File: src/hw/rtl/ftlb_pkg.sv
package ftlb_pkg;

   localparam int ENTRIES = 64;
   localparam int IDX_W = $clog2(ENTRIES);
   localparam int CNT_W = $clog2(ENTRIES + 1);

   localparam int PAGE_BITS = 12;
   localparam int SUPER_BITS = 22;
   localparam int PAGE_W = 32 - PAGE_BITS;

   localparam logic [1:0] OP_LOOKUP = 2'd0;
   localparam logic [1:0] OP_REFILL = 2'd1;
   localparam logic [1:0] OP_FLUSH = 2'd2;
   localparam logic [1:0] OP_NOP = 2'd3;

   typedef struct packed {
      logic [1:0] opcode;
      logic [31:0] vaddr;
      logic [31:0] phys_base;
      logic page_level;
      logic [2:0] access_kind;
   } req_type;

   typedef struct packed {
      logic hit;
      logic [31:0] phys_addr;
   } rsp_type;

   typedef struct packed {
      logic [PAGE_W-1:0] page;
      logic [31:0] base;
      logic level;
      logic [2:0] kind;
   } entry_data_type;

   typedef struct packed {
      logic valid;
      entry_data_type data;
   } entry_type;

   typedef struct packed {
      logic valid;
      logic [31:0] vaddr;
      logic [2:0] kind;
      logic hit;
      logic [31:0] paddr;
   } probe_type;

   typedef struct packed {
      logic shift;
      logic write;
      logic flush;
      logic [IDX_W-1:0] slot;
      entry_data_type data;
   } cmd_type;

   function automatic logic [PAGE_W-1:0] page_of(input logic [31:0] va, input logic level);
      logic [PAGE_W-1:0] result;
      if (level) begin
         result = PAGE_W'(va[31:SUPER_BITS]);
      end else begin
         result = va[31:PAGE_BITS];
      end
      return result;
   endfunction

   function automatic logic [31:0] offset_of(input logic [31:0] va, input logic level);
      logic [31:0] result;
      if (level) begin
         result = {{(32 - SUPER_BITS){1'b0}}, va[SUPER_BITS-1:0]};
      end else begin
         result = {{(32 - PAGE_BITS){1'b0}}, va[PAGE_BITS-1:0]};
      end
      return result;
   endfunction

endpackage

File: src/hw/rtl/ftlb_cell.sv
module ftlb_cell (
   input logic clock,
   input logic reset,
   input logic [ftlb_pkg::IDX_W-1:0] cell_index,
   input ftlb_pkg::cmd_type cmd,
   input ftlb_pkg::entry_type entry_next,
   output ftlb_pkg::entry_type entry_out,
   input ftlb_pkg::probe_type probe_prev,
   output ftlb_pkg::probe_type probe_out
);

   logic valid_ff;
   logic valid_in;
   ftlb_pkg::entry_data_type data_ff;
   ftlb_pkg::entry_data_type data_in;
   ftlb_pkg::probe_type probe_ff;
   ftlb_pkg::probe_type probe_in;
   logic selected;
   logic match;

   assign selected = cmd.write && (cmd.slot == cell_index);

   always_comb begin
      valid_in = valid_ff;
      data_in = data_ff;
      if (cmd.flush) begin
         valid_in = 1'b0;
      end else if (selected) begin
         valid_in = 1'b1;
         data_in = cmd.data;
      end else if (cmd.shift) begin
         valid_in = entry_next.valid;
         data_in = entry_next.data;
      end
   end

   assign match = valid_ff
      && (data_ff.page == ftlb_pkg::page_of(probe_prev.vaddr, data_ff.level))
      && (data_ff.kind == probe_prev.kind);

   always_comb begin
      probe_in = probe_prev;
      if (probe_prev.valid && !probe_prev.hit && match) begin
         probe_in.hit = 1'b1;
         probe_in.paddr = data_ff.base | ftlb_pkg::offset_of(probe_prev.vaddr, data_ff.level);
      end
   end

   always_ff @(posedge clock) begin
      if (reset) begin
         valid_ff <= 1'b0;
         probe_ff <= '0;
      end else begin
         valid_ff <= valid_in;
         probe_ff <= probe_in;
      end
   end

   always_ff @(posedge clock) begin
      data_ff <= data_in;
   end

   assign entry_out.valid = valid_ff;
   assign entry_out.data = data_ff;
   assign probe_out = probe_ff;

endmodule

File: config.mk
export PLATFORM = sky130hd
export DESIGN_NAME = ftlb_cell
export DESIGN_NICKNAME = d
export VERILOG_FILES = /design/src/hw/rtl/ftlb_pkg.sv /design/src/hw/rtl/ftlb_cell.sv
export SDC_FILE = /design/constraint.sdc
export NUM_CORES = 1
export LEC_CHECK = 0
export BUFFER_PORTS_ARGS = -buffer_cell sky130_fd_sc_hd__buf_2
export CAP_MARGIN = 5
export CORE_AREA = 2 2 125 127
export CTS_BUF_LIST = sky130_fd_sc_hd__clkbuf_2 sky130_fd_sc_hd__clkbuf_4 sky130_fd_sc_hd__clkbuf_8
export CTS_CLUSTER_DIAMETER = 150
export DETAILED_ROUTE_END_ITERATION = 8
export DIE_AREA = 0 0 127 129
export PLACE_DENSITY = 0.7
export SLEW_MARGIN = 25
export SYNTH_ARGS = -nofsm -noshare
export SYNTH_HDL_FRONTEND = slang
export SYNTH_SLANG_ARGS = --single-unit
export TNS_END_PERCENT = 30
File: constraint.sdc
create_clock -name clock -period 6.45 [get_ports clock]
set_clock_uncertainty 0.15 [all_clocks]
set_input_delay 1.29 -clock clock [delete_from_list [all_inputs] [get_ports clock]]
set_output_delay 1.29 -clock clock [all_outputs]
set_load 0.005 [all_outputs]
==> results of run 1 <==
[metal layers]
layer | up-vias | share of wire (%) | global-route usage, %
met1 | 2214 | 41 | 24.4
met3 | 27 | 6.6 | 5.28
met5 | - | 0 | 0
met4 | 0 | 2.7 | 8.53
met2 | 204 | 50 | 36.7
li1 | 2316 | - | -
[cells in the final DEF, fill, tap and decap left out, types with 4 or more instances in the layout]
cell type	instances
dfxtp_1	70
mux2_2	56
xnor2_1	14
mux2i_1	8
a31oi_1	26
nor3b_2	23
nor2b_1	42
buf_4	5
o21ai_0	11
clkbuf_8	22
a21oi_1	21
nand4_1	34
inv_1	5
nor2_1	22
buf_2	323
clkbuf_4	4
xor2_1	7
edfxtp_1	56
[worst max-delay path: cells and delay by family]
kind	cells	cell delay, ns
buffers and inverters	3	1.28
and+or+nand+nor	3	0.74
xor gates and xnor gates	1	0.16
[flip-flops by register name (all words and copies together), names as in the netlist]
signal / cells
probe_out: 69
entry_out: 56
valid_ff: 1
[where the power goes]
group	switching, mW	internal [mW]
combinational	0.114	0.126
sequential	0.0247	0.887
clock	0.303	0.372
total	0.442	1.38
[logic make-up (layout without fill, tap and decap cells)]
group	after synthesis	count (layout)	synth area share [%]
AOI/OAI and AO/OA	67	67	7.28
buffers and inverters	41	365	4.17
muxes	64	64	12.7
and+or+nand+nor	138	138	17.4
DFF	126	126	55.2
xor gates and xnor gates	21	21	3.29
[per-stage QoR]
step	area, um^2	hold slack (ns)	instances	total power [mW]
floorplan	5590	0.421	457	1.03
global route	7680	0.458	969	1.90
finish	7680	0.410	969	1.83
global placement	7280	0.398	937	1.17
CTS	7670	0.408	969	1.85
detailed placement	7280	0.399	937	1.17
[layout make-up]
| class | count | area (um^2) | area share [%] |
|---|---|---|---|
| Clock inverter | 6 | 58.8 | 0.766 |
| Tap cell | 188 | 235 | 3.06 |
| Inverter | 5 | 18.8 | 0.244 |
| Multi-Input combinational cell | 290 | 2300 | 29.9 |
| Sequential cell | 126 | 3080 | 40.1 |
| Timing Repair Buffer | 328 | 1650 | 21.5 |
| Clock buffer | 26 | 333 | 4.33 |
[path summary, 6_finish.rpt]
kind	start	to	slack (ns)	depth (start not counted)
worst min-delay path	entry_out[33]	probe_out[29]	0.41	2
worst min register to register	entry_out[33]	probe_out[29]	0.41	2
worst max register to register	entry_out[3]	probe_out[15]	3.35	7
worst max-delay path	cell_index[2]	entry_out[18]	2.78	7
==> qor.yml, run 1 <==
outcome: "finished, final reports clean"
die_h_um: 129
rows: 45
drv_slew: 0
antenna_found_initial: 0
routed_via_density: 4.91
worst_pin_slew_ns: 0.924
gpl.final_weighted_congestion: 0.808
worst-endpoint-arrival_ns: 3.58
layout_setup_ws_ns: 2.78
synth.most_common_cell: "dfxtp_1"
grt_pass1_vias: 4699
port_buffers: 324
critPathMaxFanout: 58
grt_overflow_total: 0
cp.required_ns: 6.36
irDropWorstVdd_mv: 0.178
power_density_nw_per_um2: 238
die_w_um: 127
ioPinCount: 325
num-fill-cells: 1373
slew_headroom_pct: 38.4
min_period_over_period_pct: 57.0
ant_nets: 0
syn2layout_area_growth_pct: 37.5
pre_cts_slack_ns: 2.31
end_kind: "flop"
ys_warn_count: 0
postCtsSetupBuffers: 0
post_drt_wl_per_cell_um: 17.9
cts_hold_buf: 0
synth_area_leaders: "edfxtp_1 (30%), dfxtp_1 (25%), mux2_2 (11%), nor3b_2 (4.9%), nor2b_1 (4.7%)"
clkLatencyLatePin_ns: 0.44
drt-total-wl_mm: 17.3
cts_resized: 0
ys_seq_area_share_pct: 55.2
place_hpwl_mm: 12.6
antenna_cells: 0
numCtsBuffers: 17
firstDrtPassIters: 4
timing_hold_violations_final: 0
ys_seq_elements: 126
rsz0062_at_grt: "no"
synth_top_cell_area_share_pct: 30.1
yosysTopAreaCell: "edfxtp_1"
avgSynthCellArea_um2: 12.2
cts_tree: "built"
syn_nets: 656
power_leakage_nw: 3.36
criticalPathCategory: "input port to flop"
root_buffer: "clkbuf_8"
grt_start_max_net_pins: 71
num_vias: 4761
slowest_stage: "buf_4"
drc_errors: 0
finalSetupViolCount: 0
clk_pin_slew_ns: 0.08
startpoint_type: "input port"
clock-sinks: 126
coreArea_um2: 15000
start_util_pct: 37.3
post-route-util_pct: 51.3
synth_common_cells: "dfxtp_1 (70), edfxtp_1 (56), mux2_2 (56), nor2b_1 (42), nand4_1 (34)"
final_nets: 967
hold_path_class: "flop to flop"
die-area_um2: 16400
max_freq_mhz: 272
async_flop_share_pct: 0
grt_pass1_wl_mm: 25.9
drive_above_1_share_pct: 57.1
fin_crit_ns: 3.67
track_usage_pct: 20.8
drv_cap: 0
drt_iter0_markers: 216
final.setup.tns_ns: 0
ys_types: 36
synth_ff_type: "dfxtp_1"
synth_edf_count: 56
syn_inst: 457
crit_path_cell_trace: "buf_2, xor2_1, nor4_2, buf_4, nor2_1, nor2_4, buf_4"
clock_path_buffers: 2
cts.htree.levels: 4
synthesis.area_um2: 5590
critical_path.max_stage_delay_ns: 0.62
crit_path_frequent_cell: "buf_4"
Note: power is estimated with default switching activity, not from simulation.
==> run 2, diff against run 1 <==
ABC_AREA = 1   (was unset)
PLACE_DENSITY = 0.74   (was 0.7)
clock period = 3 ns   (was 6.45 ns; I/O delays follow)
==> qor.yml, run 2 <==
outcome: "finished, final reports clean"
cts.htree.levels: 4
postCtsSetupBuffers: 0
die_w_um: 127
place_hpwl_mm: 14.5
synth_top_cell_area_share_pct: 29.0
grt_overflow_total: 0
rsz0062_at_grt: "no"
slew_headroom_pct: 46.4
final_nets: 1309
synth.most_common_cell: "nand2_1"
crit_path_frequent_cell: "nand2_1"
min_period_over_period_pct: 86.0
firstDrtPassIters: 7
cts_tree: "built"
synth_area_leaders: "edfxtp_1 (29%), dfxtp_1 (24%), nand2_1 (20%), nor2_1 (9.4%), inv_1 (5.2%)"
cts_hold_buf: 0
worstSetupStartpoint: "entry_out[3]"
track_usage_pct: 22.1
clk_pin_slew_ns: 0.08
fin_crit_ns: 2.58
hold_path_class: "input port to flop"
avgSynthCellArea_um2: 7.36
criticalPathCategory: "flop to flop"
ant_nets: 0
coreArea_um2: 15000
syn2layout_area_growth_pct: 37.7
worst_pin_slew_ns: 0.804
numCtsBuffers: 17
final.setup.tns_ns: 0
power_leakage_nw: 4.43
max_freq_mhz: 388
drv_cap: 0
antenna_found_initial: 1
drv_slew: 0
synth_common_cells: "nand2_1 (317), nor2_1 (145), inv_1 (81), dfxtp_1 (70), edfxtp_1 (56)"
critical_path.max_stage_delay_ns: 0.87
crit_family: "simple AND/OR/NAND/NOR gates"
gpl.final_weighted_congestion: 0.905
rows: 45
final_cell_mix: "buf_2 (324), nand2_1 (316), nor2_1 (143)"
largest_reg_flops: 69
worst-endpoint-arrival_ns: 2.79
drt_iter0_markers: 369
power_density_nw_per_um2: 514
synth_edf_count: 56
ys_seq_elements: 126
hp-start: "probe_prev[39]"
ioPinCount: 325
reg2reg_from: "entry_out[3]"
grt_start_max_net_pins: 57
critPathBufInv: 3
ys_types: 26
grt_pass1_wl_mm: 27.7
clock_path_buffers: 2
crit_path_cell_trace: "inv_8, nand2_1, nand2_1, nand2_1, nand2_1, inv_1, nand2_1, nor2_1, nand2_1, nor2_4, buf_4, nor2_1, nor2_1"
drc_errors: 0
drive_above_1_share_pct: 33.5
routed_via_density: 4.63
async_flop_share_pct: 0
startpoint_type: "flop"
num_vias: 6078
irDropWorstVdd_mv: 0.207
grt_pass1_vias: 5496
ys_seq_area_share_pct: 53.1
die_h_um: 129
timing_hold_violations_final: 0
synthesis.area_um2: 5810
cp.required_ns: 3.21
ys_warn_count: 0
total_power_mw: 4.11
syn_nets: 988
post_drt_wl_per_cell_um: 14.3
die-area_um2: 16400
end_kind: "flop"
cts_resized: 0
critPathMaxFanout: 33
start_util_pct: 38.8
yosysTopAreaCell: "edfxtp_1"
clock-sinks: 126
slowest_stage: "edfxtp_1"
root_buffer: "clkbuf_8"
clkLatencyLatePin_ns: 0.43
syn_inst: 789
synth_ff_type: "dfxtp_1"
port_buffers: 324
drt-total-wl_mm: 18.8
layout_commonest_cell: "buf_2"
finalSetupViolCount: 0
hold_ws_ns: 0.228
[run 2: cell count changes after synthesis, sizes merged, moves of 14 or more]
cell   previous run  this run
a31oi            26         0
nand3             1        52
inv               5        82
nor3b            23         0
mux2             56         1
nand2             0       317
xnor2            14         0
nand4            34         2
nor2             23       149
nor2b            42         0
[run 2: cell families (layout without fill, tap and decap cells)]
group	Yosys count	after routing	share of synthesized area, %
buffers and inverters	114	448	8.72
xor gates and xnor gates	2	2	0.302
muxes	1	1	0.194
AOI/OAI and AO/OA	20	20	1.92
and+or+nand+nor	526	526	35.8
DFF	126	126	53.1
other	0	1	0
[run 2: worst paths after layout]
| kind | end | cells after the start | slack (ns) |
|---|---|---|---|
| min | probe_out[39] | 3 | 0.23 |
| min reg2reg | probe_out[8] | 4 | 0.45 |
| max reg2reg | probe_out[23] | 13 | 0.42 |
| max | probe_out[23] | 13 | 0.42 |
[run 2: per-stage QoR]
stage	utilization [%]	setup WS (ns)	cell area (um^2)	cells
floorplan	-	0.207	5820	789
global placement	50.6	0.519	7570	1279
detailed placement	50.6	0.428	7570	1279
CTS	53.4	0.411	8000	1311
global route	53.4	0.158	8000	1312
finish	53.4	0.420	8000	1312
[run 2: layout make-up]
type                            instances  area [um^2]
Sequential cell                       126         3080
Timing Repair Buffer                  334         1710
Clock buffer                           23          292
Antenna cell                            1         2.50
Multi-Input combinational cell        549         2230
Inverter                               82          315
Fill cell                            1500         6980
Clock inverter                          9          133
Tap cell                              188          235
[run 2: power breakdown]
group / leakage (nW) / internal [mW] / total [mW] / switching, mW
combinational: 3.10 / 0.261 / 0.572 / 0.311
clock: 0.219 / 0.907 / 1.57 / 0.664
sequential: 1.11 / 1.91 / 1.97 / 0.0604
[run 2: tightest hold or removal path, stage by stage]
cell	delay, ns
buf_2	0.11
inv_1	0.04
nor2_1	0.03
[run 2: routing by layer]
metal  share of wire, %  GRT usage (%)  routed length, um  vias up
met4                2.4           8.53                449        0
li1                   -              -                  -     3053
met2                 49           38.1               9200      260
met1                 42           27.2               7880     2730
met3                6.6           4.99               1230       35
met5                  0              0                  0        -
==> run 3, diff against run 2 <==
PLACE_DENSITY = 0.76   (was 0.74)
==> qor.yml, run 3 (synthesis results as in run 2) <==
track_usage_pct: 22.9
die_w_um: 127
cts.htree.levels: 4
m1WireLength_mm: 7.97
stdcell_count: 1313
dr_wl_met3_mm: 1.37
gpl.final_weighted_congestion: 0.867
critPathMaxFanout: 21
crit_path_frequent_cell: "nand2_1"
top_layer: "met4"
timing_hold_violations_final: 0
antenna_found_initial: 0
drt_iter0_markers: 349
max_freq_mhz: 422
drc_errors: 0
rsz0062_at_grt: "no"
r2r_setup_slack_ns: 0.63
layout_commonest_cell: "buf_2"
irDropWorstVdd_mv: 0.251
drv_slew: 0
drive_above_1_share_pct: 33.6
cp.required_ns: 3.23
fin_crit_ns: 2.37
cts_hold_buf: 0
hold_path_class: "input port to flop"
coreArea_um2: 15000
worst_pin_slew_ns: 0.607
slowest_stage: "edfxtp_1"
multiInputGateArea_um2: 2230
end_kind: "flop"
clock-sinks: 126
final_nets: 1311
postCtsSetupBuffers: 0
cts_tree: "built"
dpl_cell_area_um2: 7590
numCtsBuffers: 17
syn2layout_area_growth_pct: 37.5
drv_cap: 0
num-fill-cells: 1461
firstDrtPassIters: 5
die_h_um: 129
largest_reg_flops: 69
worst-endpoint-arrival_ns: 2.60
cts_resized: 0
post_drt_wl_per_cell_um: 14.6
dp_cells: 1281
routed_via_density: 4.59
grt_overflow_total: 0
slew_headroom_pct: 59.5
critical_path.max_stage_delay_ns: 0.65
antenna_cells: 0
ff_latch_area_um2: 3080
port_buffers: 324
power_density_nw_per_um2: 503
start_util_pct: 38.8
design_area_um2: 7990
die-area_um2: 16400
drt-total-wl_mm: 19.2
rows: 45
ioPinCount: 325
criticalPathCategory: "flop to flop"
place_hpwl_mm: 14.9
grt_start_max_net_pins: 57
final_cell_mix: "buf_2 (324), nand2_1 (316), nor2_1 (143)"
outcome: "finished, final reports clean"
root_buffer: "clkbuf_8"
met2WireLength_mm: 9.40
pre_cts_slack_ns: 0.626
grt_pass1_vias: 5570
final.setup.tns_ns: 0
num_vias: 6022
crit_path_cell_trace: "buf_4, o21bai_1, nand2_1, nand2_1, nor2_1, nand2_1, inv_1, nand2_1, nor2_4, buf_12, nor2_1, nor2_1"
layout_setup_ws_ns: 0.630
finalSetupViolCount: 0
min_period_over_period_pct: 79.0
clk_pin_slew_ns: 0.08
startpoint_type: "flop"
power_leakage_nw: 4.43
clock_path_buffers: 2
clkLatencyLatePin_ns: 0.45
ant_nets: 0
grt_pass1_wl_mm: 28.2
run 3: cell types whose count changed in the layout (fill, tap and decap cells not counted), sizes merged:
cell | before | now
buf | 334 | 336
bufinv | 3 | 2
clkbuf | 23 | 20
clkinv | 2 | 7
clkinvlp | 1 | 0
diode | 1 | 0
run 3: area by class of cell:
class                           instances  area share (%)
Multi-Input combinational cell        549            27.9
Timing Repair Buffer                  336            21.6
Inverter                               82            3.95
Sequential cell                       126            38.6
Tap cell                              188            2.95
Clock inverter                         12            1.69
Clock buffer                           20            3.29
run 3: through the flow:
stage          power [mW]  hold slack (ns)  utilization [%]
4_1_cts              4.05            0.181             53.3
6_report             4.02            0.211             53.3
2_1_floorplan        2.25            0.431                -
5_1_grt              4.21            0.194             53.3
3_5_place_dp         2.58            0.433             50.7
3_3_place_gp         2.57            0.417             50.7
run 3: per-layer routing:
layer,up-vias,GRT usage (%)
li1,3057,-
met1,2653,28.3
met2,277,38.4
met3,35,5.65
met4,0,9.50
met5,-,0
run 3: power by group:
group,switching [mW],leakage [nW],total [mW],internal [mW]
clock network,0.693,0.209,1.48,0.784
registers,0.0600,1.11,1.97,1.91
logic,0.314,3.11,0.576,0.262
run 3: worst paths after layout:
| path | startpoint | end | depth (start not counted) |
|---|---|---|---|
| max | entry_out[3] | probe_out[17] | 12 |
| min reg2reg | entry_out[13] | probe_out[9] | 4 |
| min | probe_prev[40] | probe_out[40] | 3 |
| max reg2reg | entry_out[3] | probe_out[17] | 12 |
run 3: critical path: cells and delay by family (launching register included):
kind / cells / cell delay, ns
flops: 1 / 0.65
simple gates: 8 / 0.84
compound gates: 1 / 0.09
buf+inv: 3 / 0.55
